===== config.mk =====
export PLATFORM = sky130hd
export DESIGN_NAME = neighbor_aware_color_choice
export DESIGN_NICKNAME = d
export VERILOG_FILES = /design/src/rtl/nacc_pkg.sv /design/src/rtl/nacc_list_ram.sv /design/src/rtl/nacc_mask_unit.sv /design/src/rtl/neighbor_aware_color_choice.sv
export VERILOG_INCLUDE_DIRS = /design/src /design/src/rtl
export SDC_FILE = /design/constraint.sdc
export NUM_CORES = 1
export LEC_CHECK = 0
export ABC_AREA = 1
export BUFFER_PORTS_ARGS = -buffer_cell sky130_fd_sc_hd__buf_2
export CAP_MARGIN = 20
export CORE_ASPECT_RATIO = 0.7
export CORE_MARGIN = 3
export CORE_UTILIZATION = 30
export CTS_CLUSTER_SIZE = 20
export DETAILED_ROUTE_END_ITERATION = 6
export PLACE_DENSITY_LB_ADDON = 0.25
export SKIP_CTS_REPAIR_TIMING = 1
export SLEW_MARGIN = 20
export SYNTH_ARGS = -nofsm -noshare
export SYNTH_HDL_FRONTEND = slang
export SYNTH_HIERARCHICAL = 1
export SYNTH_SLANG_ARGS = --single-unit

===== constraint.sdc =====
create_clock -name clk_i -period 3.7 [get_ports clk_i]
set_clock_uncertainty 0.15 [all_clocks]
set_input_delay 0.185 -clock clk_i [delete_from_list [all_inputs] [get_ports clk_i]]
set_output_delay 0.185 -clock clk_i [all_outputs]
set_load 0.02 [all_outputs]

===== src/rtl/neighbor_aware_color_choice_assert.svh =====
// ---------------------------------------------------------------------------
// neighbor-aware color choice assertion macros
// shared clocked assertion forms with reset disable
// ---------------------------------------------------------------------------
`ifndef NEIGHBOR_AWARE_COLOR_CHOICE_ASSERT_SVH
`define NEIGHBOR_AWARE_COLOR_CHOICE_ASSERT_SVH

// property holds on every clock edge outside reset
`define NACC_ASSERT(label, clk, rst_n, prop, msg) \
  label: assert property (@(posedge clk) disable iff (!rst_n) (prop)) else $error(msg);

// condition in one cycle implies the consequent in the next
`define NACC_ASSERT_NEXT(label, clk, rst_n, pre, post, msg) \
  label: assert property (@(posedge clk) disable iff (!rst_n) (pre) |=> (post)) else $error(msg);

`endif


===== src/rtl/nacc_pkg.sv =====
// ---------------------------------------------------------------------------
// nacc_pkg
// types and constants shared by the color choice block
// ---------------------------------------------------------------------------
package nacc_pkg;

  localparam int unsigned COLOR_COUNT = 64;
  localparam int unsigned LIST_DEPTH  = 64;
  localparam int unsigned COLOR_W     = 6;
  localparam int unsigned COLOR_AW    = $clog2(COLOR_COUNT);
  localparam int unsigned LIST_AW     = (LIST_DEPTH > 1) ? $clog2(LIST_DEPTH) : 1;
  localparam int unsigned CNT_W       = $clog2(LIST_DEPTH + 1);

  typedef enum logic {
    OP_ALLOWED  = 1'b0,
    OP_NEIGHBOR = 1'b1
  } nacc_op_e;

  typedef enum logic [1:0] {
    OUT_REPEAT = 2'd0,
    OUT_FIRST  = 2'd1,
    OUT_USED   = 2'd2,
    OUT_EMPTY  = 2'd3
  } nacc_outcome_e;

  typedef struct packed {
    nacc_op_e             opcode;
    logic [COLOR_W-1:0]   color_value;
    logic                 last;
  } nacc_in_t;

  typedef struct packed {
    logic [COLOR_W-1:0]   chosen_color;
    nacc_outcome_e        outcome;
  } nacc_out_t;

  // job status seen by the decision sequencer
  typedef struct packed {
    logic [CNT_W-1:0]     count;
    logic                 repeat_found;
    logic [COLOR_W-1:0]   repeat_color;
    logic                 overlap;
  } nacc_stat_t;

  // list write request
  typedef struct packed {
    logic                 en;
    logic [LIST_AW-1:0]   addr;
    logic [COLOR_W-1:0]   data;
  } nacc_wr_t;

endpackage


===== src/rtl/nacc_list_ram.sv =====
// ---------------------------------------------------------------------------
// nacc_list_ram
// single write port, single registered read port memory
// ---------------------------------------------------------------------------
module nacc_list_ram #(
  parameter int unsigned Depth = 64,
  parameter int unsigned Width = 6,
  localparam int unsigned Aw   = (Depth > 1) ? $clog2(Depth) : 1
) (
  input  logic             clk_i,
  input  logic             we_i,
  input  logic [Aw-1:0]    waddr_i,
  input  logic [Width-1:0] wdata_i,
  input  logic             re_i,
  input  logic [Aw-1:0]    raddr_i,
  output logic [Width-1:0] rdata_o
);

  logic [Width-1:0] mem_q [Depth];
  logic [Width-1:0] rdata_q;

  always_ff @(posedge clk_i) begin
    if (we_i) begin
      mem_q[waddr_i] <= wdata_i;
    end
  end

  always_ff @(posedge clk_i) begin
    if (re_i) begin
      rdata_q <= mem_q[raddr_i];
    end
  end

  assign rdata_o = rdata_q;

endmodule


===== src/rtl/nacc_mask_unit.sv =====
// ---------------------------------------------------------------------------
// nacc_mask_unit
// allowed and seen masks, list fill count and repeat record of one job
// ---------------------------------------------------------------------------
module nacc_mask_unit import nacc_pkg::*; (
  input  logic               clk_i,
  input  logic               rst_ni,
  input  logic               upd_i,
  input  nacc_in_t           item_i,
  input  logic               clear_i,
  input  logic [COLOR_W-1:0] query_i,
  output logic               seen_hit_o,
  output nacc_stat_t         stat_o,
  output nacc_wr_t           wr_o
);

  logic [COLOR_COUNT-1:0] allowed_q, allowed_d;
  logic [COLOR_COUNT-1:0] seen_q, seen_d;
  logic [CNT_W-1:0]       count_q, count_d;
  logic                   repeat_q, repeat_d;
  logic [COLOR_W-1:0]     rcolor_q, rcolor_d;

  logic                in_range;
  logic                full;
  logic [COLOR_AW-1:0] cidx;

  assign in_range = int'(item_i.color_value) < COLOR_COUNT;
  assign full     = (count_q == CNT_W'(LIST_DEPTH));
  assign cidx     = item_i.color_value[COLOR_AW-1:0];

  always_comb begin
    allowed_d = allowed_q;
    seen_d    = seen_q;
    count_d   = count_q;
    repeat_d  = repeat_q;
    rcolor_d  = rcolor_q;
    wr_o.en   = 1'b0;
    wr_o.addr = count_q[LIST_AW-1:0];
    wr_o.data = item_i.color_value;
    if (clear_i) begin
      allowed_d = '0;
      seen_d    = '0;
      count_d   = '0;
      repeat_d  = 1'b0;
      rcolor_d  = '0;
    end else if (upd_i && in_range) begin
      if (item_i.opcode == OP_ALLOWED) begin
        if (!full) begin
          wr_o.en         = 1'b1;
          count_d         = count_q + CNT_W'(1);
          allowed_d[cidx] = 1'b1;
        end
      end else if (!repeat_q) begin
        if (!seen_q[cidx]) begin
          seen_d[cidx] = 1'b1;
        end else if (allowed_q[cidx]) begin
          repeat_d = 1'b1;
          rcolor_d = item_i.color_value;
        end
      end
    end
  end

  always_ff @(posedge clk_i or negedge rst_ni) begin
    if (!rst_ni) begin
      allowed_q <= '0;
      seen_q    <= '0;
      count_q   <= '0;
      repeat_q  <= 1'b0;
      rcolor_q  <= '0;
    end else begin
      allowed_q <= allowed_d;
      seen_q    <= seen_d;
      count_q   <= count_d;
      repeat_q  <= repeat_d;
      rcolor_q  <= rcolor_d;
    end
  end

  // listed colors are always in range, so the low bits index the mask
  assign seen_hit_o = seen_q[query_i[COLOR_AW-1:0]];

  assign stat_o.count        = count_q;
  assign stat_o.repeat_found = repeat_q;
  assign stat_o.repeat_color = rcolor_q;
  assign stat_o.overlap      = |(allowed_q & seen_q);

endmodule


===== src/rtl/neighbor_aware_color_choice.sv =====
// ---------------------------------------------------------------------------
// neighbor_aware_color_choice
// picks a cell color from its ordered allowed list and its neighbors' colors
// ---------------------------------------------------------------------------
//  channel  | handshake               | payload
//  ---------+-------------------------+---------------------------------------
//  item in  | start_i & !busy_o       | in_i  (opcode, color_value, last)
//  result   | done_o, one cycle       | res_o (chosen_color, outcome)
//
//  an item without last leaves busy_o low
//  a last item is answered from the decision state when a repeat was found or
//  the list is empty, otherwise after a scan from the list head to the chosen entry:
//  the ordered scan reads the list memory one entry per cycle
//  reset clears the masks, count and repeat record; the list needs no clear
//  the result shows in the cycle after the decision; the receiver cannot stall
// ---------------------------------------------------------------------------
`include "neighbor_aware_color_choice_assert.svh"

module neighbor_aware_color_choice import nacc_pkg::*; (
  input  logic      clk_i,
  input  logic      rst_ni,
  input  logic      start_i,
  input  nacc_in_t  in_i,
  output logic      busy_o,
  output logic      done_o,
  output nacc_out_t res_o
);

  typedef enum logic [2:0] {
    ST_IDLE   = 3'b001,
    ST_DECIDE = 3'b010,
    ST_SCAN   = 3'b100
  } state_e;

  state_e             state_q, state_d;
  logic [LIST_AW-1:0] idx_q, idx_d;
  logic               pend_q, pend_d;
  logic               first_q, first_d;
  logic               done_q, done_d;
  nacc_out_t          res_q, res_d;

  logic               accept;
  logic               clear;
  logic               rd_en;
  logic [LIST_AW-1:0] rd_addr;
  logic [COLOR_W-1:0] rd_data;
  logic               seen_hit;
  nacc_stat_t         stat;
  nacc_wr_t           wr;

  assign accept = start_i && (state_q == ST_IDLE);

  nacc_mask_unit u_mask (
    .clk_i      (clk_i),
    .rst_ni     (rst_ni),
    .upd_i      (accept),
    .item_i     (in_i),
    .clear_i    (clear),
    .query_i    (rd_data),
    .seen_hit_o (seen_hit),
    .stat_o     (stat),
    .wr_o       (wr)
  );

  nacc_list_ram #(
    .Depth (LIST_DEPTH),
    .Width (COLOR_W)
  ) u_list (
    .clk_i   (clk_i),
    .we_i    (wr.en),
    .waddr_i (wr.addr),
    .wdata_i (wr.data),
    .re_i    (rd_en),
    .raddr_i (rd_addr),
    .rdata_o (rd_data)
  );

  always_comb begin
    state_d = state_q;
    idx_d   = idx_q;
    pend_d  = 1'b0;
    first_d = first_q;
    done_d  = 1'b0;
    res_d   = res_q;
    clear   = 1'b0;
    rd_en   = 1'b0;
    rd_addr = idx_q;
    unique case (state_q)
      ST_IDLE: begin
        if (accept && in_i.last) begin
          state_d = ST_DECIDE;
        end
      end
      ST_DECIDE: begin
        if (stat.repeat_found) begin
          done_d             = 1'b1;
          res_d.chosen_color = stat.repeat_color;
          res_d.outcome      = OUT_REPEAT;
          clear              = 1'b1;
          state_d            = ST_IDLE;
        end else if (stat.count == '0) begin
          done_d             = 1'b1;
          res_d.chosen_color = '0;
          res_d.outcome      = OUT_EMPTY;
          clear              = 1'b1;
          state_d            = ST_IDLE;
        end else begin
          // no overlap takes the head entry without testing it
          rd_en   = 1'b1;
          rd_addr = '0;
          idx_d   = LIST_AW'(1);
          pend_d  = 1'b1;
          first_d = !stat.overlap;
          state_d = ST_SCAN;
        end
      end
      ST_SCAN: begin
        if (pend_q && (first_q || seen_hit)) begin
          done_d             = 1'b1;
          res_d.chosen_color = rd_data;
          res_d.outcome      = first_q ? OUT_FIRST : OUT_USED;
          clear              = 1'b1;
          state_d            = ST_IDLE;
        end else begin
          rd_en  = 1'b1;
          idx_d  = idx_q + LIST_AW'(1);
          pend_d = 1'b1;
        end
      end
      default: begin
        state_d = ST_IDLE;
      end
    endcase
  end

  always_ff @(posedge clk_i or negedge rst_ni) begin
    if (!rst_ni) begin
      state_q <= ST_IDLE;
      idx_q   <= '0;
      pend_q  <= 1'b0;
      first_q <= 1'b0;
      done_q  <= 1'b0;
    end else begin
      state_q <= state_d;
      idx_q   <= idx_d;
      pend_q  <= pend_d;
      first_q <= first_d;
      done_q  <= done_d;
    end
  end

  always_ff @(posedge clk_i) begin
    res_q <= res_d;
  end

  assign busy_o = (state_q != ST_IDLE);
  assign done_o = done_q;
  assign res_o  = res_q;

  `NACC_ASSERT_NEXT(a_last_goes_busy, clk_i, rst_ni, start_i && !busy_o && in_i.last, busy_o, "last item did not start the decision")
  `NACC_ASSERT_NEXT(a_done_single, clk_i, rst_ni, done_o, !done_o, "result strobe held two cycles")
  `NACC_ASSERT(a_scan_nonempty, clk_i, rst_ni, (state_q != ST_SCAN) || (stat.count != '0), "list scan with empty list")
  `NACC_ASSERT(a_empty_color_zero, clk_i, rst_ni, !(done_o && res_o.outcome == OUT_EMPTY) || (res_o.chosen_color == '0), "empty job gave nonzero color")

endmodule

* Yosys cells after proc, flatten, opt, wreduce, memory -nomap -nowiden
Memory sizes are Yosys's and may differ from the RTL's. A register that Yosys moved wholly into a read port is not among the register bits. Index checks and enable logic that the tools add are counted.
Cells by class: $lt $le $gt $ge 3, mux-type cells 64, add/sub/neg operators 2, reduce and logical (&&, ||, !) cells 21, bitwise gates (word level) 5, equal/unequal tests 15
Operator list (count):
- $mux W64 | 9
- $or A64 B64 Y64 | 2
- $mux W6 | 12
- $and A64 B64 Y64 | 1
- $reduce_or A64 Y1 | 1
- $mux W7 | 4
- $mux W8 | 3
- $mux W1 | 22
- $bmux W1 S6 | 3
- $pmux W8 S2 | 1
- $lt A6 B7 Y1 const B | 2
- $ne A2 B2 Y1 const B | 7
- $mux W3 | 4
- $pmux W6 S2 | 1
- $reduce_bool A2 Y1 | 5
- $pmux W3 S3 | 1
- $reduce_and A3 Y1 | 3
- $reduce_and A4 Y1 | 2
- $add A7 B1 Y7 const B | 1
- $eq A7 B7 Y1 const B | 1
- $logic_not A7 Y1 | 1
- $add A6 B1 Y6 const B | 1
- $demux W1 S6 | 1
- $ge A6 B1 Y1 const B | 1
- 14 further kinds | 21
Word-level totals: bits in writable memories 384, word-level logic and storage cells 123, output and inout port bits 10, memories 1, register bits after elaboration 162
Memory list:
- u_list.mem_q | words 64, bits a word 6, rd ports 1, clocked after memory_dff 1, write ports 1, RTL line nacc_list_ram.sv:19 | logic [Width-1:0] mem_q [Depth];

* Logic depth before layout (Yosys ltp)
depth in word-level cells 10, mapped depth 21

* Modules after synthesis
The synthesis kept the hierarchy.
By module, submodules not included:
- nacc_list_ram | cells an instance 1376, area an instance 15990.3 sq um, instances 1, sequential area each 11711.2 sq um
- nacc_mask_unit | cells an instance 1180, area an instance 8415.6 sq um, instances 1, sequential area each 3553.4 sq um
- neighbor_aware_color_choice | cells an instance 118, area an instance 1107.3 sq um, instances 1, sequential area each 541.8 sq um

* Least setup slack after synthesis
No wires, ideal clock.
kind reg-to-reg, from register u_list.rdata_q[0], in the netlist u_list/rdata_o[0], read port of u_list.mem_q, to memory u_list.mem_q[48][0] (enable), required time 3.164 ns, buffers on the path 4, clock period less this slack 3.939 ns, cell stages (with the launch flop) 16, setup slack -0.239 ns, arrival 3.404 ns, cell sequence edfxtp_1 > clkbuf_1 > inv_1 > clkbuf_1 > nand2_1 > a221oi_1 > o21ai_0 > nand3b_1 > nand2_1 > o21ai_4 > o21ai_0 > clkbuf_1 > nor2_1 > clkbuf_1 > nand4_1 > nor4_1
RTL lines:
- from (decl) | RTL line nacc_list_ram.sv:20 | logic [Width-1:0] rdata_q;
- to (decl) | RTL line nacc_list_ram.sv:19

==> impl_metrics.prom <==
# TYPE chip_impl_metric gauge
chip_impl_info{name="run_status",value="finished, violations left"} 1
chip_impl_info{name="failed_checks",value="hold timing"} 1
chip_impl_metric{name="buffer_ports.inserted",unit=""} 20
chip_impl_metric{name="place_congestion",unit=""} 0.881
chip_impl_metric{name="synth_enable_flop_cells",unit=""} 398
chip_impl_metric{name="start_util",unit="%"} 30.6
chip_impl_metric{name="die_h",unit="um"} 250
chip_impl_metric{name="cts_inserted_buffers",unit=""} 57
chip_impl_metric{name="wire_length_of_the_first_global_routing_pass",unit="mm"} 117
chip_impl_info{name="tritoncts",value="yes"} 1
chip_impl_metric{name="layout.nets",unit=""} 2675
chip_impl_info{name="top_delay_family_on_crit_path",value="simple AND/OR/NAND/NOR gates"} 1
chip_impl_info{name="startpoint_type_of_the_worst_setup_path",value="flop"} 1
chip_impl_metric{name="hold_viol",unit=""} 7
chip_impl_metric{name="postSynthCellCount",unit=""} 2674
chip_impl_metric{name="clk_pin_slew",unit="ps"} 60
chip_impl_metric{name="drt-pass1-iter-count",unit=""} 6
chip_impl_metric{name="setup_total_negative_slack",unit="ps"} 0
chip_impl_metric{name="antenna_cells",unit=""} 0
chip_impl_metric{name="min_period_over_period",unit="%"} 95.0
chip_impl_metric{name="crit_buf_inv",unit=""} 3
chip_impl_metric{name="core_area",unit="mm^2"} 0.0833
chip_impl_info{name="rsz_0062_raised_after_global_routing",value="no"} 1
chip_impl_metric{name="via_count_of_the_first_global_routing_pass",unit=""} 18800
chip_impl_metric{name="floorplan.rows",unit=""} 88
chip_impl_info{name="timing.setup.critical_path_class",value="reg2reg"} 1
chip_impl_metric{name="reg2reg_depth",unit=""} 15
chip_impl_metric{name="postSynthNetCount",unit=""} 2688
chip_impl_metric{name="share_of_synthesized_area_occupied_by_flip_flops_and_latches",unit="%"} 62.0
chip_impl_metric{name="grt_overflow",unit=""} 0
chip_impl_metric{name="layout_min_cycle_time",unit="ps"} 3520
chip_impl_metric{name="synth.ff_latch_count",unit=""} 552
chip_impl_metric{name="clock_latency",unit="ps"} 670
chip_impl_metric{name="drive_above_1_share",unit="%"} 9.05
chip_impl_metric{name="post-dp-hpwl",unit="mm"} 47.8
chip_impl_metric{name="max_slew_margin_vs_limit",unit="%"} 33.7
chip_impl_metric{name="synthDistinctLibCells",unit=""} 43
chip_impl_metric{name="largest_net_degree_at_the_start_of_global_routing",unit=""} 138
chip_impl_info{name="ctsRootBufferMaster",value="clkbuf_16"} 1
chip_impl_metric{name="finalWirelength",unit="mm"} 76.6
chip_impl_metric{name="worstPathRequired",unit="ps"} 3850
chip_impl_info{name="hold_class",value="in2async"} 1
chip_impl_metric{name="initialDrtViolationCount",unit=""} 2184
chip_impl_info{name="path_cells",value="buf_12 > inv_4 > o21ai_0 > o21ai_0 > o21ai_0 > nand2_1 > nand3_1 > nand3_1 > nand2_2 > o21ai_4 > o21ai_4 > nor2_4 > nand4_1 > buf_4 > nor2_1"} 1
chip_impl_metric{name="max-cap-violations",unit=""} 0
chip_impl_info{name="critical-path-slowest-cell",value="edfxtp_1"} 1
chip_impl_metric{name="post_drt_via_cell_ratio",unit=""} 5.15
chip_impl_metric{name="synth.cell_area",unit="mm^2"} 0.0255
chip_impl_info{name="cp_common_cell",value="o21ai_0"} 1
chip_impl_info{name="category_of_the_worst_setup_path_capture_point",value="flop"} 1
chip_impl_metric{name="yosys_synthesis_warning_count",unit=""} 6
chip_impl_info{name="r2r-start",value="u_list/rdata_o[0]"} 1
chip_impl_info{name="timing.critical_path.from",value="u_list/rdata_o[0]"} 1
chip_impl_metric{name="worst-path-max-fanout",unit=""} 34
chip_impl_metric{name="route.antenna.remaining_nets",unit=""} 0
chip_impl_metric{name="route.vias.total",unit=""} 19700
chip_impl_metric{name="area_delta_synth_final",unit="%"} 13.6
chip_impl_metric{name="cts_max_path_buffers",unit=""} 3
chip_impl_metric{name="ir_drop",unit="V"} 0.000402
chip_impl_metric{name="wire_per_inst",unit="um"} 20.0
chip_impl_metric{name="setup-violations-final",unit=""} 0
chip_impl_metric{name="power.density_cell_area",unit="mW/mm^2"} 634
chip_impl_metric{name="synth-async-reset-ratio",unit="%"} 27.9
chip_impl_metric{name="die_area",unit="mm^2"} 0.0886
chip_impl_metric{name="drc",unit=""} 0
chip_impl_metric{name="slowest_delay",unit="ps"} 410
chip_impl_metric{name="track_usage",unit="%"} 17.0
chip_impl_metric{name="ios",unit=""} 21
chip_impl_metric{name="detailedPlace.worstSlack",unit="ps"} 103
chip_impl_metric{name="critical_path_depth",unit=""} 15
chip_impl_metric{name="slew_violations",unit=""} 0
chip_impl_info{name="yosys_most_used_dff",value="edfxtp_1"} 1
chip_impl_metric{name="tightest_slew",unit="ps"} 994
chip_impl_metric{name="static-leakage-power",unit="nW"} 11.1
chip_impl_metric{name="die_x",unit="um"} 355
chip_impl_metric{name="finalWorstSetupSlack",unit="ps"} 184
chip_impl_metric{name="tritoncts_num_sinks",unit=""} 552
chip_impl_metric{name="syn_avg_cell_area",unit="um^2"} 9.54
chip_impl_metric{name="endpoint_arrival_time_on_the_critical_path",unit="ps"} 3660
chip_impl_metric{name="h-tree-depth",unit=""} 2
chip_impl_metric{name="achievable-frequency",unit="MHz"} 284
chip_impl_metric{name="initial_antenna_violation_count",unit=""} 1
chip_impl_metric{name="post_route_worst_hold_slack",unit="ps"} -10.6
per-layer routing:
| metal | track usage [%] | share of wire (%) |
|---|---|---|
| met1 | 25.3 | 47 |
| met2 | 24.5 | 42 |
| met3 | 4.26 | 9.2 |
| met4 | 3.98 | 1.9 |
| met5 | 0 | 0 |
per-stage QoR:
step / power (mW) / hold slack (ps) / area (um^2) / utilization [%] / instances
after global routing: 19.4 / 55.8 / 29000 / 34.8 / 3832
after global placement: 12.5 / 134 / 26900 / 32.3 / 3716
after detailed placement: 12.6 / 129 / 26900 / 32.3 / 3716
after CTS: 18.5 / -578 / 28800 / 34.6 / 3821
final: 18.4 / -10.6 / 29000 / 34.8 / 3832
after floorplan: 11.1 / -261 / 25700 / - / 2674
cells in the final DEF (no fill, tap or decap), drive strengths merged, types with 2 or more instances in the layout:
cell / netlist / layout
a211oi: 2 / 2
a21oi: 153 / 153
a221oi: 4 / 4
a22o: 6 / 6
buf: 116 / 91
bufinv: 0 / 5
clkbuf: 56 / 77
clkinv: 1 / 17
clkinvlp: 0 / 7
dfrtp: 153 / 153
dlygate4sd3: 0 / 9
edfxtp: 398 / 398
ha: 3 / 3
inv: 187 / 187
nand2: 793 / 793
nand3: 416 / 416
nand3b: 2 / 2
nand4: 75 / 75
nor2: 170 / 170
nor3: 14 / 14
nor4: 12 / 12
o2111ai: 3 / 3
o211ai: 21 / 21
o21ai: 63 / 63
o22ai: 21 / 21
xor2: 2 / 2
cell type report:
| type | count | area, um^2 |
|---|---|---|
| inverters | 188 | 728 |
| clock inverters | 28 | 352 |
| fillers | 8403 | 54400 |
| repair buffers | 100 | 882 |
| multi-input cells | 1762 | 8240 |
| clock buffers | 77 | 1560 |
| well taps | 1125 | 1410 |
| flip-flops and latches | 552 | 15800 |
Yosys cell counts (2+ instances only):
library cell | number | area share [%]
a211oi_1 | 2 | 0.059
o21ai_1 | 10 | 0.20
a221oi_1 | 4 | 0.14
nand3b_1 | 2 | 0.059
nor2_1 | 164 | 2.4
ha_1 | 3 | 0.15
nand3_1 | 410 | 8.0
nand2_1 | 789 | 12
inv_1 | 181 | 2.7
xor2_1 | 2 | 0.069
nor2_2 | 4 | 0.098
o211ai_1 | 20 | 0.59
o21ai_0 | 52 | 1.0
buf_6 | 15 | 0.66
nand4_1 | 75 | 1.8
nor3_1 | 12 | 0.24
o22ai_1 | 21 | 0.51
nand2_4 | 2 | 0.088
buf_2 | 57 | 1.1
a21oi_1 | 153 | 3.0
a22o_2 | 6 | 0.24
edfxtp_1 | 398 | 47
buf_4 | 35 | 1.0
dfrtp_1 | 153 | 15
buf_1 | 9 | 0.13
nor4_1 | 12 | 0.29
inv_2 | 5 | 0.074
clkbuf_1 | 56 | 0.82
o2111ai_1 | 3 | 0.10
nand3_2 | 5 | 0.20
nor2_4 | 2 | 0.088
final timing paths:
check	to	slack, ps
hold / removal	state_q[2]	-10
setup / recovery	u_list/mem_q[30][0]	180
hold reg to reg	u_mask/rcolor_q[5]	360
min in group clk_i	u_mask/rcolor_q[4]	100
setup reg to reg	u_list/mem_q[30][0]	180
max in group asynchronous	u_mask/seen_q[53]	2450
state kept, by name (all words and copies together), names as in the netlist, 3 cells and up:
signal	cells
idx_q	6
u_list/mem_q	384
state_q	3
u_mask/count_q	7
u_mask/seen_q	64
u_mask/allowed_q	64
u_list/rdata_o	6
u_mask/rcolor_q	6
res_o	8
power by group:
part	internal, mW	total (mW)	switching (mW)
clock	3.34	5.87	2.54
sequential	7.39	7.78	0.391
combinational	1.38	4.72	3.34
logic make-up after synthesis:
kind of cell	synth area share (%)
flip-flops	62.0
buffers and inverters	6.57
AND/OR/NAND/NOR	25.3
XOR/XNOR	0.103
AO/OA/AOI/OAI	5.97
adder cells (fa/ha/maj)	0.147
Note: power is estimated with default switching activity, not from simulation.
